**src/one_wire_bus_master_unit_defines.svh**
```systemverilog
// Assertion macros for the one-wire bus master unit.
// Included by the top level; expects signals named clk and rst in scope.
`ifndef ONE_WIRE_BUS_MASTER_UNIT_DEFINES_SVH
`define ONE_WIRE_BUS_MASTER_UNIT_DEFINES_SVH

// Same-cycle implication, checked outside reset.
`define OBW_ASSERT_NOW(label, ante, cons, msg) \
  label: assert property (@(posedge clk) disable iff (rst) (ante) |-> (cons)) \
    else $error(msg);

// Next-cycle implication, checked outside reset.
`define OBW_ASSERT_NEXT(label, ante, cons, msg) \
  label: assert property (@(posedge clk) disable iff (rst) (ante) |=> (cons)) \
    else $error(msg);

`endif

```
**src/obw_pkg.sv**
```systemverilog
// Shared types, constants and helpers of the one-wire bus master.
// No dependencies; the modules, interfaces and testbench all use this package.
package obw_pkg;

  localparam int TIME_WIDTH    = 16;
  localparam int BITS_PER_BYTE = 8;
  localparam int CFG_W         = 16;
  localparam int CFG_COUNT     = 8;
  localparam int CFG_IDX_W     = $clog2(CFG_COUNT);
  localparam int BITS_W        = $clog2(BITS_PER_BYTE + 1);
  localparam int BYTE_W        = 8;

  localparam logic [32:0] TIME_MAX = (33'd1 << TIME_WIDTH) - 33'd1;

  // Command opcodes.
  typedef enum logic [1:0] {
    OP_RESET    = 2'd0,
    OP_WRITE    = 2'd1,
    OP_READ     = 2'd2,
    OP_READ_BIT = 2'd3
  } opcode_t;

  // Configuration register indexes.
  typedef enum logic [CFG_IDX_W-1:0] {
    REG_RESET_LOW   = 3'd0,
    REG_PRES_SAMPLE = 3'd1,
    REG_RESET_TAIL  = 3'd2,
    REG_SLOT_LONG   = 3'd3,
    REG_SLOT_SHORT  = 3'd4,
    REG_BIT_GAP     = 3'd5,
    REG_READ_LOW    = 3'd6,
    REG_READ_TAIL   = 3'd7
  } cfg_reg_t;

  // Slot timing registers as seen by the sequencer.
  typedef struct packed {
    logic [CFG_W-1:0] reset_low_time;
    logic [CFG_W-1:0] presence_sample_time;
    logic [CFG_W-1:0] reset_tail_time;
    logic [CFG_W-1:0] slot_long_time;
    logic [CFG_W-1:0] slot_short_time;
    logic [CFG_W-1:0] bit_gap_time;
    logic [CFG_W-1:0] read_low_time;
    logic [CFG_W-1:0] read_tail_time;
  } cfg_t;

  // One tick as presented to the sequencer.
  typedef struct packed {
    logic              cmd_valid;
    logic [1:0]        opcode;
    logic [BYTE_W-1:0] write_byte;
    logic              leave_powered;
    logic              line_level;
  } tick_t;

  // Line and status outputs for one tick.
  typedef struct packed {
    logic              drive_low;
    logic              strong_high;
    logic              busy_res;
    logic              done_res;
    logic              presence;
    logic [BYTE_W-1:0] read_value;
  } result_t;

  // Duration of a phase: zero counts as one tick, large values saturate.
  function automatic logic [TIME_WIDTH-1:0] span(input logic [CFG_W-1:0] r);
    logic [32:0] v;
    v = 33'(r);
    if (v > TIME_MAX) v = TIME_MAX;
    if (v == 33'd0) v = 33'd1;
    return v[TIME_WIDTH-1:0];
  endfunction

endpackage

```
**src/obw_ifs.sv**
```systemverilog
// Valid/ready channel interfaces for ticks and results.
// Depends on obw_pkg for the field widths.
interface obw_tick_if;
  logic                      valid;
  logic                      ready;
  logic                      cmd_valid;
  logic [1:0]                opcode;
  logic [obw_pkg::BYTE_W-1:0] write_byte;
  logic                      leave_powered;
  logic                      line_level;

  modport source (output valid, cmd_valid, opcode, write_byte, leave_powered,
                  line_level, input ready);
  modport sink   (input valid, cmd_valid, opcode, write_byte, leave_powered,
                  line_level, output ready);
endinterface

interface obw_result_if;
  logic                      valid;
  logic                      ready;
  logic                      drive_low;
  logic                      strong_high;
  logic                      busy_res;
  logic                      done_res;
  logic                      presence;
  logic [obw_pkg::BYTE_W-1:0] read_value;

  modport source (output valid, drive_low, strong_high, busy_res, done_res,
                  presence, read_value, input ready);
  modport sink   (input valid, drive_low, strong_high, busy_res, done_res,
                  presence, read_value, output ready);
endinterface

```
**src/obw_cfg.sv**
```systemverilog
// Bank of slot timing registers with a plain write port.
// Depends on obw_pkg for the register indexes and the cfg_t struct.
module obw_cfg (
  input  logic                           clk,
  input  logic                           rst,
  input  logic                           cfg_we,
  input  logic [obw_pkg::CFG_IDX_W-1:0]  cfg_index,
  input  logic [obw_pkg::CFG_W-1:0]      cfg_data,
  output obw_pkg::cfg_t                  cfg
);
  import obw_pkg::*;

  // Registers load their standard timings at reset and take writes by index.
  always_ff @(posedge clk) begin
    if (rst) begin
      cfg.reset_low_time       <= 16'd480;
      cfg.presence_sample_time <= 16'd65;
      cfg.reset_tail_time      <= 16'd400;
      cfg.slot_long_time       <= 16'd40;
      cfg.slot_short_time      <= 16'd1;
      cfg.bit_gap_time         <= 16'd5;
      cfg.read_low_time        <= 16'd2;
      cfg.read_tail_time       <= 16'd40;
    end else if (cfg_we) begin
      case (cfg_reg_t'(cfg_index))
        REG_RESET_LOW:   cfg.reset_low_time       <= cfg_data;
        REG_PRES_SAMPLE: cfg.presence_sample_time <= cfg_data;
        REG_RESET_TAIL:  cfg.reset_tail_time      <= cfg_data;
        REG_SLOT_LONG:   cfg.slot_long_time       <= cfg_data;
        REG_SLOT_SHORT:  cfg.slot_short_time      <= cfg_data;
        REG_BIT_GAP:     cfg.bit_gap_time         <= cfg_data;
        REG_READ_LOW:    cfg.read_low_time        <= cfg_data;
        REG_READ_TAIL:   cfg.read_tail_time       <= cfg_data;
        default: ;
      endcase
    end
  end

endmodule

```
**src/obw_core.sv**
```systemverilog
// Phase sequencer: times reset, write and read slots, one tick per transfer.
// Depends on obw_pkg for types, widths and the span helper.
module obw_core (
  input  logic             clk,
  input  logic             rst,
  input  logic             step,
  input  obw_pkg::tick_t   tick,
  input  obw_pkg::cfg_t    cfg,
  output obw_pkg::result_t res
);
  import obw_pkg::*;

  typedef enum logic [3:0] {
    PH_IDLE     = 4'd0,
    PH_RST_LOW  = 4'd1,
    PH_RST_WAIT = 4'd2,
    PH_RST_TAIL = 4'd3,
    PH_W_LOW    = 4'd4,
    PH_W_HIGH   = 4'd5,
    PH_W_GAP    = 4'd6,
    PH_R_LOW    = 4'd7,
    PH_R_SAMPLE = 4'd8,
    PH_R_TAIL   = 4'd9
  } phase_t;

  phase_t                phase, phase_next;
  logic [TIME_WIDTH-1:0] time_left, time_left_next;
  logic [BITS_W-1:0]     bits_left, bits_left_next;
  logic [BYTE_W-1:0]     shift_value, shift_value_next;
  logic [1:0]            command_kind, command_kind_next;
  logic                  presence_seen, presence_seen_next;
  logic                  hold_power, hold_power_next;
  logic                  powered, powered_next;
  logic [BYTE_W-1:0]     read_result, read_result_next;
  logic                  done_next;
  logic                  gap_req, bit_end, finish_req, slot_req;

  // Next state for one tick: idle takes a command; a timed phase counts down or
  // ends, then chained recovery, bit end, next slot or completion in the same tick.
  always_comb begin
    phase_next         = phase;
    time_left_next     = time_left;
    bits_left_next     = bits_left;
    shift_value_next   = shift_value;
    command_kind_next  = command_kind;
    presence_seen_next = presence_seen;
    hold_power_next    = hold_power;
    powered_next       = powered;
    read_result_next   = read_result;
    done_next          = 1'b0;
    gap_req            = 1'b0;
    bit_end            = 1'b0;
    finish_req         = 1'b0;
    slot_req           = 1'b0;

    if (phase == PH_IDLE) begin
      if (tick.cmd_valid) begin
        powered_next      = 1'b0;
        command_kind_next = tick.opcode;
        hold_power_next   = tick.leave_powered;
        if (tick.opcode == OP_RESET) begin
          phase_next     = PH_RST_LOW;
          time_left_next = span(cfg.reset_low_time);
        end else begin
          if (tick.opcode == OP_WRITE) shift_value_next = tick.write_byte;
          bits_left_next = (tick.opcode == OP_READ_BIT) ? BITS_W'(1)
                                                        : BITS_W'(BITS_PER_BYTE);
          slot_req = 1'b1;
        end
      end
    end else if (time_left > TIME_WIDTH'(1)) begin
      time_left_next = time_left - TIME_WIDTH'(1);
    end else begin
      time_left_next = '0;
      case (phase)
        PH_RST_LOW: begin
          phase_next     = PH_RST_WAIT;
          time_left_next = span(cfg.presence_sample_time);
        end
        PH_RST_WAIT: begin
          presence_seen_next = ~tick.line_level;
          phase_next         = PH_RST_TAIL;
          time_left_next     = span(cfg.reset_tail_time);
        end
        PH_RST_TAIL: finish_req = 1'b1;
        PH_W_LOW: begin
          if (bits_left == BITS_W'(1) && hold_power) begin
            powered_next = 1'b1;
            gap_req      = 1'b1;
          end else if (shift_value[0]) begin
            phase_next     = PH_W_HIGH;
            time_left_next = span(cfg.slot_long_time);
          end else begin
            gap_req = 1'b1;
          end
        end
        PH_W_HIGH: gap_req = 1'b1;
        PH_W_GAP:  bit_end = 1'b1;
        PH_R_LOW: begin
          phase_next     = PH_R_SAMPLE;
          time_left_next = TIME_WIDTH'(1);
        end
        PH_R_SAMPLE: begin
          shift_value_next = {tick.line_level, shift_value[BYTE_W-1:1]};
          phase_next       = PH_R_TAIL;
          time_left_next   = span(cfg.read_tail_time);
        end
        PH_R_TAIL: bit_end = 1'b1;
        default: begin
          phase_next     = PH_IDLE;
          time_left_next = '0;
        end
      endcase
    end

    // Recovery after a write slot; a zero gap ends the bit at once.
    if (gap_req) begin
      if (cfg.bit_gap_time == '0) begin
        bit_end = 1'b1;
      end else begin
        phase_next     = PH_W_GAP;
        time_left_next = span(cfg.bit_gap_time);
      end
    end

    // End of a bit: shift the write byte and either finish or open a slot.
    if (bit_end) begin
      if (command_kind == OP_WRITE) shift_value_next = shift_value_next >> 1;
      if (bits_left_next != '0) bits_left_next = bits_left_next - BITS_W'(1);
      if (bits_left_next == '0) finish_req = 1'b1;
      else slot_req = 1'b1;
    end

    // Open the next write or read slot.
    if (slot_req) begin
      if (command_kind_next == OP_WRITE) begin
        phase_next     = PH_W_LOW;
        time_left_next = shift_value_next[0] ? span(cfg.slot_short_time)
                                             : span(cfg.slot_long_time);
      end else begin
        phase_next     = PH_R_LOW;
        time_left_next = span(cfg.read_low_time);
      end
    end

    // Completion: latch the read value and return to idle.
    if (finish_req) begin
      if (command_kind == OP_READ) read_result_next = shift_value_next;
      else if (command_kind == OP_READ_BIT)
        read_result_next = {{(BYTE_W-1){1'b0}}, shift_value_next[BYTE_W-1]};
      phase_next     = PH_IDLE;
      time_left_next = '0;
      done_next      = 1'b1;
    end
  end

  // Sequencer state advances once per tick transfer.
  always_ff @(posedge clk) begin
    if (rst) begin
      phase         <= PH_IDLE;
      time_left     <= '0;
      bits_left     <= '0;
      shift_value   <= '0;
      command_kind  <= '0;
      presence_seen <= 1'b0;
      hold_power    <= 1'b0;
      powered       <= 1'b0;
      read_result   <= '0;
    end else if (step) begin
      phase         <= phase_next;
      time_left     <= time_left_next;
      bits_left     <= bits_left_next;
      shift_value   <= shift_value_next;
      command_kind  <= command_kind_next;
      presence_seen <= presence_seen_next;
      hold_power    <= hold_power_next;
      powered       <= powered_next;
      read_result   <= read_result_next;
    end
  end

  // Outputs reflect the phase entered on this tick.
  always_comb begin
    res.drive_low   = (phase_next == PH_RST_LOW) || (phase_next == PH_W_LOW) ||
                      (phase_next == PH_R_LOW);
    res.strong_high = powered_next;
    res.busy_res    = (phase_next != PH_IDLE);
    res.done_res    = done_next;
    res.presence    = presence_seen_next;
    res.read_value  = read_result_next;
  end

endmodule

```
**src/one_wire_bus_master_unit.sv**
```systemverilog
// One-wire bus master unit: one tick transfer in, one result transfer out.
// Each result is registered and offered in the cycle after its tick transfer;
// throughput is one tick per cycle unless a waiting result is not taken.
// Synchronous active-high reset idles the sequencer, releases the line and
// loads the standard slot timings; the result register comes up empty.
// Depends on obw_pkg, obw_ifs, obw_cfg, obw_core and the defines header.
`include "one_wire_bus_master_unit_defines.svh"

module one_wire_bus_master_unit (
  input  logic                          clk,
  input  logic                          rst,
  obw_tick_if.sink                      tick,
  obw_result_if.source                  result,
  input  logic                          cfg_we,
  input  logic [obw_pkg::CFG_IDX_W-1:0] cfg_index,
  input  logic [obw_pkg::CFG_W-1:0]     cfg_data
);
  import obw_pkg::*;

  cfg_t    cfg;
  tick_t   tick_data;
  result_t core_res;
  result_t res_q;
  logic    res_valid;
  logic    take;

  assign tick_data = '{cmd_valid:     tick.cmd_valid,
                       opcode:        tick.opcode,
                       write_byte:    tick.write_byte,
                       leave_powered: tick.leave_powered,
                       line_level:    tick.line_level};

  // A tick is taken whenever the result register is free or being drained.
  assign tick.ready = ~res_valid | result.ready;
  assign take       = tick.valid & tick.ready;

  obw_cfg u_cfg (
    .clk       (clk),
    .rst       (rst),
    .cfg_we    (cfg_we),
    .cfg_index (cfg_index),
    .cfg_data  (cfg_data),
    .cfg       (cfg)
  );

  obw_core u_core (
    .clk  (clk),
    .rst  (rst),
    .step (take),
    .tick (tick_data),
    .cfg  (cfg),
    .res  (core_res)
  );

  // Result register.
  always_ff @(posedge clk) begin
    if (rst) begin
      res_valid <= 1'b0;
    end else if (take) begin
      res_valid <= 1'b1;
    end else if (result.ready) begin
      res_valid <= 1'b0;
    end
  end

  always_ff @(posedge clk) begin
    if (take) begin
      res_q <= core_res;
    end
  end

  assign result.valid       = res_valid;
  assign result.drive_low   = res_q.drive_low;
  assign result.strong_high = res_q.strong_high;
  assign result.busy_res    = res_q.busy_res;
  assign result.done_res    = res_q.done_res;
  assign result.presence    = res_q.presence;
  assign result.read_value  = res_q.read_value;

  // Every tick transfer leaves a result waiting.
  `OBW_ASSERT_NEXT(a_tick_gives_result, take, res_valid, "tick transfer gave no result")

  // A waiting result that is not taken blocks the next tick.
  `OBW_ASSERT_NOW(a_no_overrun, res_valid && !result.ready, !tick.ready, "result overrun")

  // The strong pull-up is never on while the line is pulled low.
  `OBW_ASSERT_NOW(a_no_fight, res_valid, !(res_q.drive_low && res_q.strong_high), "line fight")

endmodule

```
**src/flat_wrapper.sv**
```systemverilog
// flat-port wrapper written by rule: the top's interface ports become plain ports
module one_wire_bus_master_unit_flat import obw_pkg::*;
  (clk, rst, cfg_we, cfg_index, cfg_data, tick_valid, tick_cmd_valid, tick_opcode, tick_write_byte, tick_leave_powered, tick_line_level, tick_ready, result_valid, result_drive_low, result_strong_high, result_busy_res, result_done_res, result_presence, result_read_value, result_ready);
  obw_tick_if tick_i ();
  obw_result_if result_i ();
  input  logic clk;
  input  logic rst;
  input  logic cfg_we;
  input  logic [obw_pkg::CFG_IDX_W-1:0] cfg_index;
  input  logic [obw_pkg::CFG_W-1:0] cfg_data;
  input wire logic [$bits(tick_i.valid)-1:0] tick_valid;
  input wire logic [$bits(tick_i.cmd_valid)-1:0] tick_cmd_valid;
  input wire logic [$bits(tick_i.opcode)-1:0] tick_opcode;
  input wire logic [$bits(tick_i.write_byte)-1:0] tick_write_byte;
  input wire logic [$bits(tick_i.leave_powered)-1:0] tick_leave_powered;
  input wire logic [$bits(tick_i.line_level)-1:0] tick_line_level;
  output wire logic [$bits(tick_i.ready)-1:0] tick_ready;
  output wire logic [$bits(result_i.valid)-1:0] result_valid;
  output wire logic [$bits(result_i.drive_low)-1:0] result_drive_low;
  output wire logic [$bits(result_i.strong_high)-1:0] result_strong_high;
  output wire logic [$bits(result_i.busy_res)-1:0] result_busy_res;
  output wire logic [$bits(result_i.done_res)-1:0] result_done_res;
  output wire logic [$bits(result_i.presence)-1:0] result_presence;
  output wire logic [$bits(result_i.read_value)-1:0] result_read_value;
  input wire logic [$bits(result_i.ready)-1:0] result_ready;
  assign tick_i.valid = tick_valid;
  assign tick_i.cmd_valid = tick_cmd_valid;
  assign tick_i.opcode = tick_opcode;
  assign tick_i.write_byte = tick_write_byte;
  assign tick_i.leave_powered = tick_leave_powered;
  assign tick_i.line_level = tick_line_level;
  assign tick_ready = tick_i.ready;
  assign result_valid = result_i.valid;
  assign result_drive_low = result_i.drive_low;
  assign result_strong_high = result_i.strong_high;
  assign result_busy_res = result_i.busy_res;
  assign result_done_res = result_i.done_res;
  assign result_presence = result_i.presence;
  assign result_read_value = result_i.read_value;
  assign result_i.ready = result_ready;
  one_wire_bus_master_unit u_core (.clk(clk), .rst(rst), .tick(tick_i), .result(result_i), .cfg_we(cfg_we), .cfg_index(cfg_index), .cfg_data(cfg_data));
endmodule
```
**config.mk**
```make
export PLATFORM = sky130hd
export DESIGN_NAME = one_wire_bus_master_unit_flat
export DESIGN_NICKNAME = d
export VERILOG_FILES = /design/src/obw_pkg.sv /design/src/obw_ifs.sv /design/src/obw_cfg.sv /design/src/obw_core.sv /design/src/one_wire_bus_master_unit.sv /design/src/flat_wrapper.sv
export VERILOG_INCLUDE_DIRS = /design/src /design/src/src
export SDC_FILE = /design/constraint.sdc
export NUM_CORES = 1
export LEC_CHECK = 0
export BUFFER_PORTS_ARGS = -buffer_cell sky130_fd_sc_hd__buf_2
export CAP_MARGIN = 20
export CORE_AREA = 2 2 125 127
export DETAILED_ROUTE_END_ITERATION = 12
export DIE_AREA = 0 0 127 129
export PLACE_DENSITY = 0.79
export SYNTH_ARGS = -nofsm -noshare
export SYNTH_HDL_FRONTEND = slang
export SYNTH_SLANG_ARGS = --single-unit
export TNS_END_PERCENT = 1
```
**constraint.sdc**
```tcl
create_clock -name clk -period 5.4 [get_ports clk]
set_input_delay 0.27 -clock clk [delete_from_list [all_inputs] [get_ports clk]]
set_output_delay 0.27 -clock clk [all_outputs]
set_load 0.01 [all_outputs]
```
==> impl_metrics.xml <==
<?xml version="1.0" encoding="UTF-8"?>
<metrics>
  <group name="setup_path">
    <metric name="crit_slowest_cell" unit="">a21oi_1</metric>
    <metric name="timing.critical_path.cells" unit="">nor4_4 -&gt; nand4_1 -&gt; a21boi_0 -&gt; ha_1 -&gt; inv_1 -&gt; a211oi_1 -&gt; o31ai_2 -&gt; a21oi_1 -&gt; mux2i_1 -&gt; or3_1 -&gt; a21oi_1</metric>
    <metric name="worst-endpoint-required" unit="ns">5.76</metric>
    <metric name="critical-path-max-stage-delay" unit="ns">0.92</metric>
    <metric name="critical_path_buffer_and_inverter_count" unit="">1</metric>
    <metric name="critical_path_arrival" unit="ns">4.75</metric>
    <metric name="end_kind" unit="">flop</metric>
    <metric name="timing.setup.critical_path_class" unit="">reg2reg</metric>
    <metric name="cpMostUsedCell" unit="">a21oi_1</metric>
    <metric name="critPathLaunchType" unit="">flop</metric>
    <metric name="worst_path_dominant_cell_family" unit="">compound AO/OA/AOI/OAI gates</metric>
    <metric name="cp_max_fo" unit="">20</metric>
  </group>
  <group name="route">
    <metric name="route.detailed.wl_per_inst" unit="um">22.10</metric>
    <metric name="vias_per_cell" unit="">6.698</metric>
    <metric name="route.vias.total" unit="">9706</metric>
    <metric name="detail_route.wirelength" unit="um">32030</metric>
    <metric name="first_iter_violations" unit="">1417</metric>
    <metric name="route.detailed.drc" unit="">0</metric>
    <metric name="first_pass_iters" unit="">8</metric>
    <metric name="ant_nets" unit="">0</metric>
  </group>
  <group name="global_routing">
    <metric name="grt_use_total" unit="">0.3911</metric>
    <metric name="first_global_vias" unit="">8836</metric>
    <metric name="global_route_wire_length_before_repair" unit="um">49330</metric>
    <metric name="grt_remaining_overflow" unit="">0</metric>
    <metric name="grt_start_max_net_pins" unit="">97</metric>
    <metric name="antenna_violations_before_repair" unit="">1</metric>
  </group>
  <group name="sta">
    <metric name="final_critical_path_setup_slack" unit="ns">1.010</metric>
    <metric name="finalHoldWorstSlack" unit="ns">0.06629</metric>
    <metric name="clock.fmax" unit="MHz">227.8</metric>
    <metric name="max_slew_margin" unit="">0.2451</metric>
    <metric name="finalCriticalPeriod" unit="ns">4.390</metric>
    <metric name="final_min_period_over_clock_period" unit="">0.8129</metric>
    <metric name="timing_max_transition_violations_final" unit="">0</metric>
    <metric name="setup_viol_count_final" unit="">0</metric>
    <metric name="unrepaired_setup_endpoints_after_global_routing" unit="">false</metric>
    <metric name="tightest_slew" unit="ns">1.132</metric>
    <metric name="tns" unit="ns">0</metric>
    <metric name="hold_viol_final" unit="">0</metric>
    <metric name="finalClockSkew" unit="ns">0.01150</metric>
  </group>
  <group name="logic_synthesis">
    <metric name="ys_seq_elements" unit="">187</metric>
    <metric name="ys_dominant_reg_cell" unit="">dfxtp_1</metric>
    <metric name="syn_nets" unit="">1303</metric>
    <metric name="ys.warnings.count" unit="">0</metric>
    <metric name="synth.area.top_cells" unit="">dfxtp_1 (36%), nand2_1 (13%), a21oi_1 (9.4%), edfxtp_1 (4.0%), clkbuf_1 (2.3%)</metric>
    <metric name="post_synth_num_cell_types" unit="">88</metric>
    <metric name="per_instance_average_area_after_synthesis" unit="um^2">7.660</metric>
    <metric name="syn-cell-area" unit="um^2">9674</metric>
    <metric name="ffs_w_async_s_r_synth" unit="">0</metric>
    <metric name="number_of_flops_mapped_to_enable_cells_by_yosys" unit="">13</metric>
    <metric name="synth_largest_type_area_fraction" unit="">0.3601</metric>
    <metric name="syn-instance-count" unit="">1263</metric>
    <metric name="seq_area_frac_synth" unit="">0.4004</metric>
    <metric name="synth_top_area_cell" unit="">dfxtp_1</metric>
  </group>
  <group name="layout">
    <metric name="most-common-layout-cells" unit="">nand2_1 (347), a21oi_1 (182), dfxtp_1 (174), nor2_1 (52), buf_2 (50)</metric>
    <metric name="area.growth.synth_to_final" unit="%">8.225</metric>
    <metric name="finalNetCount" unit="">1288</metric>
    <metric name="post_route_cells_drive_above_1_share" unit="">0.1039</metric>
    <metric name="most_frequent_standard_cell_in_the_layout_excluding_fill_and_tap_cells" unit="">nand2_1</metric>
    <metric name="fin_util" unit="">0.6991</metric>
    <metric name="insertedDiodeCount" unit="">0</metric>
  </group>
  <group name="clock_network">
    <metric name="cts.clk_slew.worst_paths" unit="ns">0.07</metric>
    <metric name="cts.hold.buffers_added" unit="">0</metric>
    <metric name="tritoncts_num_sinks" unit="">187</metric>
    <metric name="post-cts-setup-buffers" unit="">0</metric>
    <metric name="cts-buffers-inserted" unit="">17</metric>
    <metric name="cts_max_path_buffers" unit="">2</metric>
    <metric name="tritoncts" unit="">built</metric>
    <metric name="ctsRootBufferMaster" unit="">clkbuf_16</metric>
    <metric name="cts_htree_levels" unit="">4</metric>
    <metric name="insertion_delay_to_the_later_sink_of_the_worst_skew_pair" unit="ns">0.44</metric>
    <metric name="post_cts.resized_instances" unit="">0</metric>
  </group>
  <group name="die">
    <metric name="die_width" unit="um">127</metric>
    <metric name="start_util" unit="">0.6459</metric>
    <metric name="floorplan.core_area" unit="um^2">14980</metric>
    <metric name="dieHeight" unit="um">129</metric>
    <metric name="placementRows" unit="">45</metric>
    <metric name="top_level_ports" unit="">52</metric>
    <metric name="floorplan.die_area" unit="um^2">16380</metric>
  </group>
  <group name="power_and_ir_drop">
    <metric name="max-vdd-ir-drop" unit="uV">266.9</metric>
    <metric name="power_density" unit="nW/um^2">350.5</metric>
    <metric name="cellLeakagePower" unit="uW">0.003650</metric>
    <metric name="report.power.total" unit="uW">3670</metric>
  </group>
  <group name="placement">
    <metric name="gpl.final_weighted_congestion" unit="">1.008</metric>
    <metric name="number_of_port_buffers" unit="">51</metric>
    <metric name="dp.final_hpwl" unit="um">22300</metric>
    <metric name="dp_worst_setup_slack" unit="ns">1.099</metric>
  </group>
  <group name="job">
    <metric name="maxCapViolations" unit="">0</metric>
  </group>
  <group name="outcome">
    <metric name="outcome" unit="">complete, no violations</metric>
  </group>
  <group name="min_path">
    <metric name="min-delay-path-class" unit="">in2reg</metric>
  </group>
</metrics>
==> stage by stage <==
| stage | cell area [um^2] | std cells |
|---|---|---|
| after floorplan | 9674 | 1263 |
| after global placement | 9827 | 1414 |
| after detailed placement | 9834 | 1415 |
| after CTS | 10450 | 1447 |
| after global routing | 10470 | 1449 |
| final | 10470 | 1449 |
==> cells in the mapped netlist, types with 14 or more instances <==
| cell | n |
|---|---|
| dfxtp_1 | 174 |
| inv_1 | 14 |
| clkbuf_1 | 60 |
| nand2_1 | 347 |
| nor3_1 | 28 |
| o22ai_1 | 15 |
| nor4_1 | 34 |
| clkbuf_2 | 16 |
| o21ai_0 | 27 |
| nand3_1 | 18 |
| a221oi_1 | 19 |
| nor2_1 | 52 |
| a21oi_1 | 182 |
| nand3b_1 | 19 |
==> registers in the layout (all words and copies together) (netlist names) <==
| signal | cells |
|---|---|
| u_core.u_core.phase | 4 |
| u_core.result.done_res | 1 |
| u_core.u_core.time_left | 16 |
| u_core.u_core.bits_left | 4 |
| u_core.result.presence | 1 |
| u_core.result.busy_res | 1 |
| u_core.u_core.read_result | 8 |
| u_core.u_core.command_kind | 2 |
| u_core.u_core.hold_power | 1 |
| u_core.u_cfg.cfg | 128 |
| u_core.result.strong_high | 1 |
| u_core.result.valid | 1 |
| u_core.u_core.powered | 1 |
| u_core.result.drive_low | 1 |
| u_core.u_core.presence_seen | 1 |
| u_core.u_core.shift_value | 8 |
| u_core.result.read_value | 8 |
==> cells by family after synthesis <==
family / after synthesis / share of synthesized area
AND/OR/NAND/NOR: 580 / 0.2814
multiplexers: 15 / 0.01694
flip-flops: 187 / 0.4004
XOR/XNOR: 13 / 0.01177
AO/OA/AOI/OAI: 354 / 0.2359
adder cells (fa/ha/maj): 3 / 0.003880
buffers and inverters: 111 / 0.04966
==> tightest hold or removal path: cells and delay by family <==
kind / cells / cell delay (ns)
and+or+nand+nor: 1 / 0.07
muxes: 1 / 0.05
buffers and inverters: 1 / 0.07
==> layout make-up <==
class / count / area [um^2]
Clock inverter: 13 / 150.1
Fill cell: 1274 / 4507
Sequential cell: 187 / 3874
Tap cell: 188 / 235.2
Clock buffer: 19 / 464.2
Inverter: 15 / 56.30
Multi-Input combinational cell: 965 / 5344
Timing Repair Buffer: 62 / 346.6
==> final timing paths <==
check	cells after the start	from	to	slack, ns
setup / recovery	11	u_core.u_core.phase[0]	u_core.u_core.phase[0]	1.01
hold / removal	3	tick_leave_powered	u_core.u_core.hold_power	0.07
setup reg to reg	11	u_core.u_core.phase[0]	u_core.u_core.phase[0]	1.01
hold reg to reg	2	u_core.u_core.read_result[3]	u_core.u_core.read_result[3]	0.46
==> report_power, final <==
group	internal (uW)	total, uW	leakage (uW)	switching [uW]
combinational	286	834	0.00181	548
sequential	1450	1540	0.00154	88.4
clock	698	1300	0.000301	600
total	2430	3670	0.00365	1240
==> routing by layer <==
metal  wire length, um  share of wire  track usage  vias to the layer above
li1                  -              -            -                     4501
met1             12390           0.39       0.4953                     4531
met2             14960           0.47       0.6426                      557
met3              3107          0.097      0.09023                      115
met4              1565          0.049       0.1739                        2
met5                10        0.00031            0                        -
No activity file was read; power rests on OpenSTA's default activity.
